File: src/rtl/core/ipsvm_pkg.sv
package ipsvm_pkg;

  // Fixed-point format and sine table size. The table depth must be a power of two.
  localparam int FRAC_BITS        = 24;
  localparam int SINE_TABLE_DEPTH = 256;

  // Derived widths for the quarter-wave lookup.
  localparam int QSHIFT     = FRAC_BITS - 2;
  localparam int LOG2_DEPTH = $clog2(SINE_TABLE_DEPTH);
  localparam int FINE_W     = QSHIFT - LOG2_DEPTH;
  localparam int IDX_W      = LOG2_DEPTH + 1;
  localparam int POS_W      = QSHIFT + 1;
  localparam int TAB_W      = FRAC_BITS + 1;
  localparam int TRIG_W     = FRAC_BITS + 2;

  // Pipeline layout: sine/cosine, rotation, then duty generation.
  localparam int SC_STAGES  = 4;
  localparam int ROT_STAGES = 3;
  localparam int PWM_STAGES = 3;
  localparam int NUM_STAGES = SC_STAGES + ROT_STAGES + PWM_STAGES;

  // One in the output format, and sqrt(3)/2 rounded down.
  localparam logic [31:0]        ONE            = 32'd1 << FRAC_BITS;
  localparam logic [63:0]        SQRT3_HALF_Q32 = 64'd3719550786;
  localparam logic signed [31:0] K3             = 32'(SQRT3_HALF_Q32 >> (32 - FRAC_BITS));

  // Constants for building the sine table from a Taylor series in Q30.
  localparam longint PI_HALF_Q30 = 64'sd1686629713;
  localparam longint TAYLOR_DIV [12] = '{6, 20, 42, 72, 110, 156, 210, 272, 342, 420, 506, 600};
  localparam int     ROUND_SH = (FRAC_BITS >= 30) ? 0 : 29 - FRAC_BITS;

  typedef logic [TAB_W-1:0] sine_tab_t [0:SINE_TABLE_DEPTH];

  // Quarter-wave sine table, evaluated at elaboration.
  function automatic sine_tab_t build_sine_tab();
    sine_tab_t tab;
    longint    x;
    longint    x2;
    longint    term;
    longint    sum;
    for (int k = 0; k <= SINE_TABLE_DEPTH; k++) begin
      x    = (PI_HALF_Q30 * longint'(k)) / SINE_TABLE_DEPTH;
      x2   = (x * x) >>> 30;
      term = x;
      sum  = x;
      for (int n = 1; n <= 12; n++) begin
        term = ((term * x2) >>> 30) / TAYLOR_DIV[n-1];
        if ((n % 2) == 1) begin
          sum = sum - term;
        end else begin
          sum = sum + term;
        end
      end
      if (sum < 0) begin
        sum = 0;
      end
      if (30 - FRAC_BITS > 0) begin
        sum = (sum + (64'sd1 <<< ROUND_SH)) >>> (30 - FRAC_BITS);
      end
      tab[k] = TAB_W'(sum);
    end
    return tab;
  endfunction

  localparam sine_tab_t SINE_TAB = build_sine_tab();

  // Sector code: bit 0 set when Va > 0, bit 1 when Vb > 0, bit 2 when Vc > 0.
  typedef enum logic [2:0] {
    SEC_NONE = 3'd0,
    SEC_A    = 3'd1,
    SEC_B    = 3'd2,
    SEC_AB   = 3'd3,
    SEC_C    = 3'd4,
    SEC_AC   = 3'd5,
    SEC_BC   = 3'd6,
    SEC_ABC  = 3'd7
  } sector_t;

  // Input item.
  typedef struct packed {
    logic signed [31:0] angle_pu;
    logic signed [31:0] d_command;
    logic signed [31:0] q_command;
  } cmd_t;

  // Result item.
  typedef struct packed {
    logic signed [31:0] phase_a_duty;
    logic signed [31:0] phase_b_duty;
    logic signed [31:0] phase_c_duty;
  } duty_t;

  // Between the sine/cosine unit and the rotation.
  typedef struct packed {
    logic signed [31:0]       d_command;
    logic signed [31:0]       q_command;
    logic signed [TRIG_W-1:0] sin_val;
    logic signed [TRIG_W-1:0] cos_val;
  } trig_t;

  // Between the rotation and the duty generator.
  typedef struct packed {
    logic signed [31:0] ka;
    logic signed [31:0] kb;
    logic signed [31:0] beta;
  } axis_t;

endpackage

File: src/rtl/core/ipsvm_pipe_ctrl.sv
module ipsvm_pipe_ctrl (
  input  logic                             clk,
  input  logic                             rst,
  input  logic                             in_valid,
  output logic                             in_ready,
  output logic                             out_valid,
  input  logic                             out_ready,
  output logic [ipsvm_pkg::NUM_STAGES-1:0] en
);

  localparam int N = ipsvm_pkg::NUM_STAGES;

  logic [N-1:0] valid;
  logic [N-1:0] valid_next;
  logic [N-1:0] ready;
  logic [N-1:0] upstream;

  // A stage may load when it is empty or when the stage after it moves on.
  always_comb begin
    ready[N-1] = !valid[N-1] || out_ready;
    for (int i = N - 2; i >= 0; i--) begin
      ready[i] = !valid[i] || ready[i+1];
    end
  end

  // Each valid bit follows its item down the pipe.
  assign upstream   = {valid[N-2:0], in_valid};
  assign valid_next = (ready & upstream) | (~ready & valid);

  always_ff @(posedge clk) begin
    if (rst) begin
      valid <= '0;
    end else begin
      valid <= valid_next;
    end
  end

  assign en        = ready;
  assign in_ready  = ready[0];
  assign out_valid = valid[N-1];

endmodule

File: config.mk
export PLATFORM = sky130hd
export DESIGN_NAME = ipsvm_pipe_ctrl
export DESIGN_NICKNAME = d
export VERILOG_FILES = /design/src/rtl/core/ipsvm_pkg.sv /design/src/rtl/core/ipsvm_pipe_ctrl.sv
export SDC_FILE = /design/constraint.sdc
export NUM_CORES = 1
export LEC_CHECK = 0
export BUFFER_PORTS_ARGS = -buffer_cell sky130_fd_sc_hd__clkbuf_2
export CAP_MARGIN = 20
export CORE_AREA = 5 5 42 44
export CTS_BUF_LIST = sky130_fd_sc_hd__clkbuf_8 sky130_fd_sc_hd__clkbuf_16
export DETAILED_ROUTE_END_ITERATION = 8
export DIE_AREA = 0 0 47 49
export SETUP_SLACK_MARGIN = 0.3
export SKIP_CTS_REPAIR_TIMING = 1
export SYNTH_ARGS = -nofsm -noshare
export SYNTH_HDL_FRONTEND = slang
export SYNTH_SLANG_ARGS = --single-unit
File: constraint.sdc
create_clock -name clk -period 1.6 [get_ports clk]
set_input_delay 0.32 -clock clk [delete_from_list [all_inputs] [get_ports clk]]
set_output_delay 0.32 -clock clk [all_outputs]
set_load 0.005 [all_outputs]
# Word-level counts from Yosys, hierarchy flattened
# Index checks and enable logic that the tools add are counted.
[totals] reg_bits=10 elab_cells=25
[op_classes] n_bitwise=4 n_reduce_logical=20
[ops] op="$and 10x10->10" count=2
[ops] op="$logic_not 1->1" count=10
[ops] op="$logic_or 1x1->1" count=10
[ops] op="$not 10->10" count=1
[ops] op="$or 10x10->10" count=1

# Depth between registers and ports, before layout
# Gate-level depths: netlist (run 1).
[depth] word_depth=14 mapped_depth=5

# Least setup slack after synthesis (run 1)
# No wires, ideal clock.
[synth_path] path_type="input to output" start="input out_ready" end="output en[0] (netlist name)" arrival_ns=1.191 required_time_ns=1.280 slack_ns=0.089 path_stages=5 path_buffers=2 path_cell_list="and4b_1 buf_6 nand4_4 or2_1 buf_4"
[synth_via] elab_chain_len=10
[synth_lines] element="start: declaration" line_no="ipsvm_pipe_ctrl.sv:7" rtl="input logic out_ready,"
[synth_lines] element="$logic_or 1x1->1" line_no="ipsvm_pipe_ctrl.sv:20" rtl="ready[N-1] = !valid[N-1] || out_ready;"
[synth_lines] element="$logic_or 1x1->1 (8 in series)" line_no="ipsvm_pipe_ctrl.sv:22" rtl="ready[i] = !valid[i] || ready[i+1];"
[synth_lines] element="net en (one bit)" line_no="ipsvm_pipe_ctrl.sv:8" rtl="output logic [ipsvm_pkg::NUM_STAGES-1:0] en"
[synth_lines] element="$logic_or 1x1->1" line_no="ipsvm_pipe_ctrl.sv:22"
[synth_lines] element="end: declaration" line_no="ipsvm_pipe_ctrl.sv:8"
# The timed path passes the listed nets, and every way through them passes these cells.

==> flow_metrics.env, run 1 <==
export IMPL_reg2reg_setup_slack_ns=0.47
export IMPL_synthToLayoutAreaGrowth_pct=43.25
export IMPL_die_height_um=49
export IMPL_vias_per_cell=4.280
export IMPL_place_hpwl_um=604.4
export IMPL_crit_path_start_kind="register"
export IMPL_wl_um=838
export IMPL_final_setup_viol_count=2
export IMPL_p_int_mw=0.4758
export IMPL_relSlewSlack_pct=85.25
export IMPL_worstSetupPathType="reg2out"
export IMPL_cp_arrival_ns=1.32
export IMPL_fill_cells=148
export IMPL_ir_worst_vdd_uv=923.3
export IMPL_first_pass_iters=4
export IMPL_fmax_mhz=608.5
export IMPL_stdcell_count=82
export IMPL_io_pins=16
export IMPL_rr_worst_depth=4
export IMPL_regArea_um2=207.7
export IMPL_grt_pass1_wl_um=1345
export IMPL_cts_root_buffer="clkbuf_8"
export IMPL_worstMarginPinSlew_ns=0.2212
export IMPL_crit_path_end_kind="output pin"
export IMPL_antenna_found_initial=0
export IMPL_clock_sinks=10
export IMPL_num_antenna_cells=0
export IMPL_ant_nets=0
export IMPL_hold_viol=0
export IMPL_tns_ns=-0.08465
export IMPL_multiInputGateArea_um2=173.9
export IMPL_final_common_cell="clkbuf_2"
export IMPL_seq_power_share_pct=44.1
export IMPL_cts_reportedPaths_clkPinSlew_ns=0.05
export IMPL_p_per_area_nw_per_um2=996.9
export IMPL_fin_hold_ws_ns=0.3029
export IMPL_fin_ws_ns=-0.04342
export IMPL_clock_latency_ns=0.23
export IMPL_dp_cells=76
export IMPL_outcome="complete, but fails checks"
export IMPL_hold_path_class="in2reg"
export IMPL_layout_drive_gt1_share_pct=53.03
export IMPL_p_clk_share_pct=53.4
export IMPL_grt_pass1_vias=308
export IMPL_combPwrFrac_pct=2.6
export IMPL_cp_max_fo=3
export IMPL_worstPathRequired_ns=1.28
export IMPL_portBuffers=15
export IMPL_avgSynthCellArea_um2=8.867
export IMPL_layout_common_cells="15 x clkbuf_2, 7 x a21oi_1, 7 x nor2_1"
export IMPL_cts_made_buffers=3
export IMPL_cts_tree="yes"
export IMPL_syn_area_um2=407.9
export IMPL_synth_cell_types=17
export IMPL_start_util_pct=29.11
export IMPL_violations="negative setup slack"
export IMPL_htree_levels=1
export IMPL_core_area_um2=1401
export IMPL_die_x_um=47
export IMPL_grt_max_degree=12
export IMPL_switching_share_pct=18.31
export IMPL_nets=71
export IMPL_dieArea_um2=2303
export IMPL_pre_cts_ws_ns=0.07735
export IMPL_syn_nets=50
export IMPL_worstHoldStart="in_valid"
export IMPL_synth_seq_cells=10
export IMPL_slew_viol_final=0
export IMPL_timing_final_crit_period_ns=1.643
export IMPL_gp_congestion=0.6124
export IMPL_whs_path_depth=3
export IMPL_yosysWarnings=0
export IMPL_gr_total_overflow=0
export IMPL_clockBufferDepth=2
export IMPL_yosysSeqAreaShare_pct=49.08
export IMPL_drc=0
export IMPL_grt_usage_pct=8.204
export IMPL_timing_final_crit_share_pct=102.7
export IMPL_rows=14
export IMPL_power_switching_mw=0.1066
export IMPL_skew_ns=0.002395
export IMPL_first_iter_violations=4
export IMPL_vias=351
export IMPL_wl_per_cell_um=10.22
export IMPL_cap_viol_max_count=0
export IMPL_power_leakage_nw=0.2499
export IMPL_syn_inst=46
export IMPL_rsz0062_at_grt="yes"
-- power by group through the flow --
stage	logic (mW)	clock network (mW)	registers [mW]
6_report	0.0151	0.311	0.257
5_1_grt	0.0178	0.347	0.256
4_1_cts	0.0143	0.320	0.256
3_5_place_dp	0.0142	0	0.261
3_3_place_gp	0.0138	0	0.261
2_1_floorplan	0.00877	0	0.261
-- layout make-up --
type	instances	share of cell area [%]
clock buffer	4	9.422
timing repair buffer	19	17.99
sequential	10	35.55
tap	16	3.426
multi-input combinational	27	29.76
inverter	6	3.854
-- synth_stat cells --
cell type	n	area (um^2)
nand3_1	2	10.01
and4_4	1	11.26
and4b_1	1	10.01
nand4_4	1	21.27
buf_4	1	7.510
nor2b_1	1	6.260
nor2_1	7	26.28
clkbuf_1	1	3.750
nand2b_1	1	6.260
nand4_1	1	6.260
dfxtp_1	10	200.2
o31ai_2	1	12.51
inv_1	6	22.52
nand2_1	3	11.26
or2_1	1	6.260
a21oi_1	7	35.03
buf_6	1	11.26
-- per-stage QoR --
stage / area, um^2 / power (mW) / utilization (%)
floorplan: 407.9 / 0.2696 / -
global placement: 495.5 / 0.2752 / 35.36
detailed placement: 495.5 / 0.2755 / 35.36
CTS: 550.5 / 0.5902 / 39.29
global route: 584.3 / 0.6211 / 41.70
finish: 584.3 / 0.5825 / 41.70
-- worst max path at each step --
stage                     to  cells past startpoint
floorplan              en[0]                      5
global placement       en[0]                      5
detailed placement  in_ready                      5
CTS                 in_ready                      4
global route        in_ready                      4
finish              in_ready                      4
-- logic make-up after synthesis --
family	Yosys count	synth area share (%)
AO/OA/AOI/OAI	8	11.66
AND/OR/NAND/NOR	19	28.23
flip-flops	10	49.08
buffers and inverters	9	11.04
-- critical path, cell delays in order (launching register included) --
cell,delay (ns)
dfxtp_1,0.34
and4b_2,0.28
nand4_4,0.12
or2_4,0.24
clkbuf_2,0.11
-- metal layers --
layer  vias to the layer above  GRT usage [%]  share of wire (%)
li1                        189              -                  -
met1                       149          10.02                 48
met2                        13          11.09                 42
met3                         0          7.011                9.9
met4                         0          1.382                  0
met5                         -              0                  0
Note: power is estimated with default switching activity, not from simulation.
==> inputs of run 2 (changes only) <==
==> constraint.sdc (replaced) <==
create_clock -name clk -period 1.67 [get_ports clk]
set_input_delay 0.334 -clock clk [delete_from_list [all_inputs] [get_ports clk]]
set_output_delay 0.334 -clock clk [all_outputs]
set_load 0.005 [all_outputs]
==> run 2 against run 1 <==
The flow now finishes without violations. Total power fell by 14%. Cell count rose by 1.2%. Wire length rose by 3.7%. Final area rose by 0.21%. Via count rose by 4.8%. Die area did not move. Sequential share of layout area rose by 0.35 points. Register-to-register slack improved by 0.10 ns. Clock skew barely moved. Worst hold slack improved by 0.014 ns. Sequential cell count did not move. Clock power fell by 22%. Largest cell class unchanged. Largest power group is now sequential cells.
==> flow_metrics.env, run 2 (synthesis results as in run 1) <==
export IMPL_total_power_mw=0.5008
export IMPL_fin_ws_ns=0.03963
export IMPL_layout_common_cells="14 x clkbuf_2, 7 x a21oi_1, 7 x nor2_1"
export IMPL_cts_reportedPaths_clkPinSlew_ns=0.05
export IMPL_vias_per_cell=4.434
export IMPL_final_common_cell="clkbuf_2"
export IMPL_grt_usage_pct=8.563
export IMPL_p_per_area_nw_per_um2=855.3
export IMPL_gp_congestion=0.6143
export IMPL_fin_hold_ws_ns=0.3165
export IMPL_place_hpwl_um=602.3
export IMPL_ant_nets=0
export IMPL_fmax_mhz=613.4
export IMPL_rows=14
export IMPL_slew_viol_final=0
export IMPL_start_util_pct=29.11
export IMPL_drc=0
export IMPL_crit_buf_inv=1
export IMPL_clock_latency_ns=0.23
export IMPL_pre_cts_ws_ns=0.1200
export IMPL_io_pins=16
export IMPL_worstPathCellList="and4b_2 -> nand4_4 -> or2_1 -> buf_2"
export IMPL_portBuffers=15
export IMPL_final_setup_viol_count=0
export IMPL_cp_depth=4
export IMPL_synthToLayoutAreaGrowth_pct=43.56
export IMPL_nets=73
export IMPL_cap_viol_max_count=0
export IMPL_wl_per_cell_um=10.47
export IMPL_cts_tree="yes"
export IMPL_worstSetupPathType="reg2out"
export IMPL_busiest_layer="met2"
export IMPL_relSlewSlack_pct=84.89
export IMPL_outcome="finished clean"
export IMPL_first_iter_violations=3
export IMPL_timing_final_crit_period_ns=1.630
export IMPL_dp_cells=75
export IMPL_grt_pass1_vias=321
export IMPL_cp_slowest_cell="dfxtp_2"
export IMPL_rr_worst_depth=4
export IMPL_cp_top_family="simple AND/OR/NAND/NOR gates"
export IMPL_grt_met3_usage_pct=3.321
export IMPL_vias=368
export IMPL_reg2reg_setup_slack_ns=0.57
export IMPL_stdcell_count=83
export IMPL_crit_path_end_kind="output pin"
export IMPL_power_leakage_nw=0.2506
export IMPL_hold_viol=0
export IMPL_wl_um=869
export IMPL_htree_levels=1
export IMPL_fill_cells=153
export IMPL_cts_root_buffer="clkbuf_8"
export IMPL_rsz0062_at_grt="yes"
export IMPL_die_x_um=47
export IMPL_dieArea_um2=2303
export IMPL_core_area_um2=1401
export IMPL_use_met2_pct=11.09
export IMPL_max_stage_delay_ns=0.33
export IMPL_grt_pass1_wl_um=1352
export IMPL_gr_total_overflow=0
export IMPL_clockBufferDepth=2
export IMPL_skew_ns=0.002574
export IMPL_ir_worst_vdd_uv=422.0
export IMPL_cp_arrival_ns=1.30
export IMPL_first_pass_iters=4
export IMPL_cts_made_buffers=3
export IMPL_grt_use_met1_pct=10.71
export IMPL_cp_max_fo=3
export IMPL_cp_endpoint="en[0]"
export IMPL_antenna_found_initial=0
export IMPL_grt_max_degree=12
export IMPL_hold_path_class="in2reg"
export IMPL_num_antenna_cells=0
export IMPL_worstHoldStart="in_valid"
export IMPL_worstPathRequired_ns=1.34
export IMPL_layout_drive_gt1_share_pct=52.24
export IMPL_die_height_um=49
export IMPL_worstMarginPinSlew_ns=0.2266
export IMPL_timing_final_crit_share_pct=97.63
export IMPL_clock_sinks=10
export IMPL_crit_path_start_kind="register"
export IMPL_whs_path_depth=3
[run 2: stage by stage]
| stage | cell area [um^2] | setup TNS (ns) | util, % |
|---|---|---|---|
| after detailed placement | 488.0 | 0 | 34.82 |
| after floorplan | 407.9 | 0 | - |
| after global placement | 488.0 | 0 | 34.82 |
| after CTS | 529.3 | -0.1997 | 37.77 |
| after global routing | 585.6 | -0.01879 | 41.79 |
| final | 585.6 | 0 | 41.79 |
[run 2: how the worst min path moves through the flow]
stage | to | slack [ns]
after detailed placement | register | 0.45
after global placement | register | 0.44
after floorplan | register | 0.43
final | register | 0.32
after global routing | register | 0.32
after CTS | register | 0.31
[run 2: layout make-up]
cell class	count	area (um^2)	share of cell area, %
sequential	10	210.2	35.90
clock buffer	3	41.29	7.051
inverter	6	22.52	3.846
multi-input combinational	27	171.4	29.27
timing repair buffer	21	120.1	20.51
tap	16	20.02	3.419
[run 2: tightest hold or removal path: stages]
cell	delay [ns]
clkbuf_2	0.08
nand2b_1	0.06
o31ai_2	0.05
[run 2: layer usage]
layer / part of all wire (%) / wire length, um
met1: 48 / 417
met2: 43 / 375
met3: 7.8 / 68
met4: 0.81 / 7
met5: 0 / 0
[run 2: power by group]
part	total, mW	switching (mW)	internal (mW)
registers	0.245	0.00261	0.242
logic	0.0144	0.00864	0.00580
clock network	0.242	0.0849	0.157
total	0.501	0.0961	0.405
==> inputs of run 3 (changes only) <==
--- a/config.mk
+++ b/config.mk
@@ -5,6 +5,7 @@
 export SDC_FILE = /design/constraint.sdc
 export NUM_CORES = 1
 export LEC_CHECK = 0
+export ABC_AREA = 1
 export BUFFER_PORTS_ARGS = -buffer_cell sky130_fd_sc_hd__clkbuf_2
 export CAP_MARGIN = 20
 export CORE_AREA = 5 5 42 44
==> run 3 against run 2 <==
Clock skew is essentially flat. Sequential power about the same. Via count down 5.2%. Core utilization is 1.3 points higher. Largest power group is now clock. Largest cell class unchanged. Synthesized cell count unchanged. Non-clock buffer count is 3 lower. Total power is 13% higher.
==> flow_metrics.env, run 3 <==
export IMPL_outcome="finished clean"
export IMPL_grt_max_degree=11
export IMPL_synth_flop_cell="dfxtp_1"
export IMPL_hold_path_class="in2reg"
export IMPL_grt_pass1_vias=302
export IMPL_synth_cell_types=12
export IMPL_regArea_um2=202.7
export IMPL_worstPathCellList="nand3_4 -> nor2_4 -> nand4_4 -> nor2_4 -> nand4_4 -> clkbuf_2"
export IMPL_cts_made_buffers=3
export IMPL_synthToLayoutAreaGrowth_pct=47.85
export IMPL_antenna_found_initial=0
export IMPL_power_leakage_nw=0.2484
export IMPL_cp_arrival_ns=1.29
export IMPL_cap_viol_max_count=0
export IMPL_final_common_cell="clkbuf_2"
export IMPL_yosysWarnings=0
export IMPL_synth_top_area_share_pct=49.08
export IMPL_grt_met3_usage_pct=5.535
export IMPL_synth_common_cells="13 x inv_1, 10 x dfxtp_1, 8 x a21oi_1"
export IMPL_vias=349
export IMPL_layout_common_cells="15 x clkbuf_2, 12 x inv_1, 8 x a21oi_1, 8 x dfxtp_1, 4 x clkbuf_8"
export IMPL_cts_reportedPaths_clkPinSlew_ns=0.05
export IMPL_gp_congestion=0.6925
export IMPL_layout_drive_gt1_share_pct=50.00
export IMPL_fin_ws_ns=0.04442
export IMPL_max_stage_delay_ns=0.34
export IMPL_stdcell_count=82
export IMPL_die_height_um=49
export IMPL_ant_nets=0
export IMPL_first_pass_iters=2
export IMPL_synth_seq_cells=10
export IMPL_crit_buf_inv=1
export IMPL_synth_edf_count=0
export IMPL_num_antenna_cells=0
export IMPL_clockBufferDepth=2
export IMPL_fmax_mhz=615.2
export IMPL_worstSetupPathType="reg2out"
export IMPL_dp_cells=75
export IMPL_relSlewSlack_pct=86.11
export IMPL_rsz0062_at_grt="yes"
export IMPL_timing_final_crit_period_ns=1.626
export IMPL_vias_per_cell=4.256
export IMPL_skew_ns=0.002256
export IMPL_htree_levels=1
export IMPL_p_per_area_nw_per_um2=935.9
export IMPL_grt_pass1_wl_um=1262
export IMPL_crit_path_start_kind="register"
export IMPL_grt_usage_pct=8.257
export IMPL_final_setup_viol_count=0
export IMPL_slew_viol_final=0
export IMPL_rows=14
export IMPL_use_met2_pct=9.955
export IMPL_cts_root_buffer="clkbuf_8"
export IMPL_cts_tree="yes"
export IMPL_wl_um=777
export IMPL_total_power_mw=0.5644
export IMPL_design_area_um2=603.1
export IMPL_final_util_pct=43.04
export IMPL_placed_area_um2=523.0
export IMPL_tns_ns=0
export IMPL_syn_area_um2=407.9
export IMPL_crit_path_end_kind="output pin"
export IMPL_die_x_um=47
export IMPL_portBuffers=15
export IMPL_cp_max_fo=4
export IMPL_gr_total_overflow=0
export IMPL_async_reset_ff_share_pct=0
export IMPL_busiest_layer="met2"
export IMPL_clock_sinks=10
export IMPL_place_hpwl_um=611.6
export IMPL_yosysTopAreaCell="dfxtp_1"
export IMPL_pre_cts_ws_ns=0.008585
export IMPL_nets=71
export IMPL_multiInputGateArea_um2=166.4
export IMPL_worstMarginPinSlew_ns=0.2083
export IMPL_timing_final_crit_share_pct=97.34
export IMPL_fill_cells=153
export IMPL_ir_worst_vdd_uv=440.8
export IMPL_cp_top_family="simple AND/OR/NAND/NOR gates"
export IMPL_syn_nets=50
export IMPL_dieArea_um2=2303
export IMPL_clock_latency_ns=0.24
export IMPL_hold_viol=0
export IMPL_first_iter_violations=6
export IMPL_avgSynthCellArea_um2=8.867
export IMPL_yosys_top_cells_area="dfxtp_1 49%, inv_1 12%, a21oi_1 9.8%, nor2_4 5.5%, nand4_4 5.2%"
export IMPL_drc=0
export IMPL_grt_use_met1_pct=9.513
export IMPL_yosysSeqAreaShare_pct=49.08
export IMPL_fin_hold_ws_ns=0.3350
export IMPL_syn_inst=46
export IMPL_core_area_um2=1401
export IMPL_wl_per_cell_um=9.476
export IMPL_start_util_pct=29.11
export IMPL_yosysMostFrequentCell="inv_1"
export IMPL_worstPathRequired_ns=1.34
export IMPL_io_pins=16
export IMPL_cp_slowest_cell="dfxtp_2"
run 3: per-layer routing:
metal | part of all wire (%) | wire, um | vias to the layer above
met4 | 3.0 | 23 | 0
li1 | - | - | 180
met1 | 42 | 324 | 151
met3 | 8.8 | 68 | 3
met5 | 0 | 0 | -
met2 | 46 | 360 | 15
run 3: worst register-to-register path, stage by stage, from the launching register on:
cell and delay (ns):
dfxtp_2 0.34, nand3_4 0.09, nor2_4 0.11, nand4_4 0.11, nor2_4 0.17, nand4_4 0.10
buf_4 0.15, a21oi_2 0.09
run 3: kinds of logic after synthesis:
| family | count (synthesis) | share of synthesized area, % |
|---|---|---|
| buffers and inverters | 15 | 14.72 |
| AND/OR/NAND/NOR | 12 | 24.23 |
| flip-flops | 10 | 49.08 |
| AO/OA/AOI/OAI | 9 | 11.96 |
run 3: final cells by class:
cell class	count	area share (%)
Clock buffer	4	9.129
Inverter	13	10.17
Multi-Input combinational cell	21	27.59
Sequential cell	10	33.61
Tap cell	16	3.320
Timing Repair Buffer	18	16.18
run 3: where the power goes:
part	switching [mW]	internal, mW
Combinational	0.0105	0.00625
Clock	0.0933	0.207
Sequential	0.00425	0.243
run 3: worst paths after layout:
| path | startpoint | end | slack, ns | depth (start not counted) |
|---|---|---|---|---|
| max reg2reg | register | register | 0.44 | 7 |
| min | in_valid | register | 0.33 | 3 |
| max | register | in_ready | 0.04 | 6 |
| min reg2reg | register | register | 0.48 | 2 |
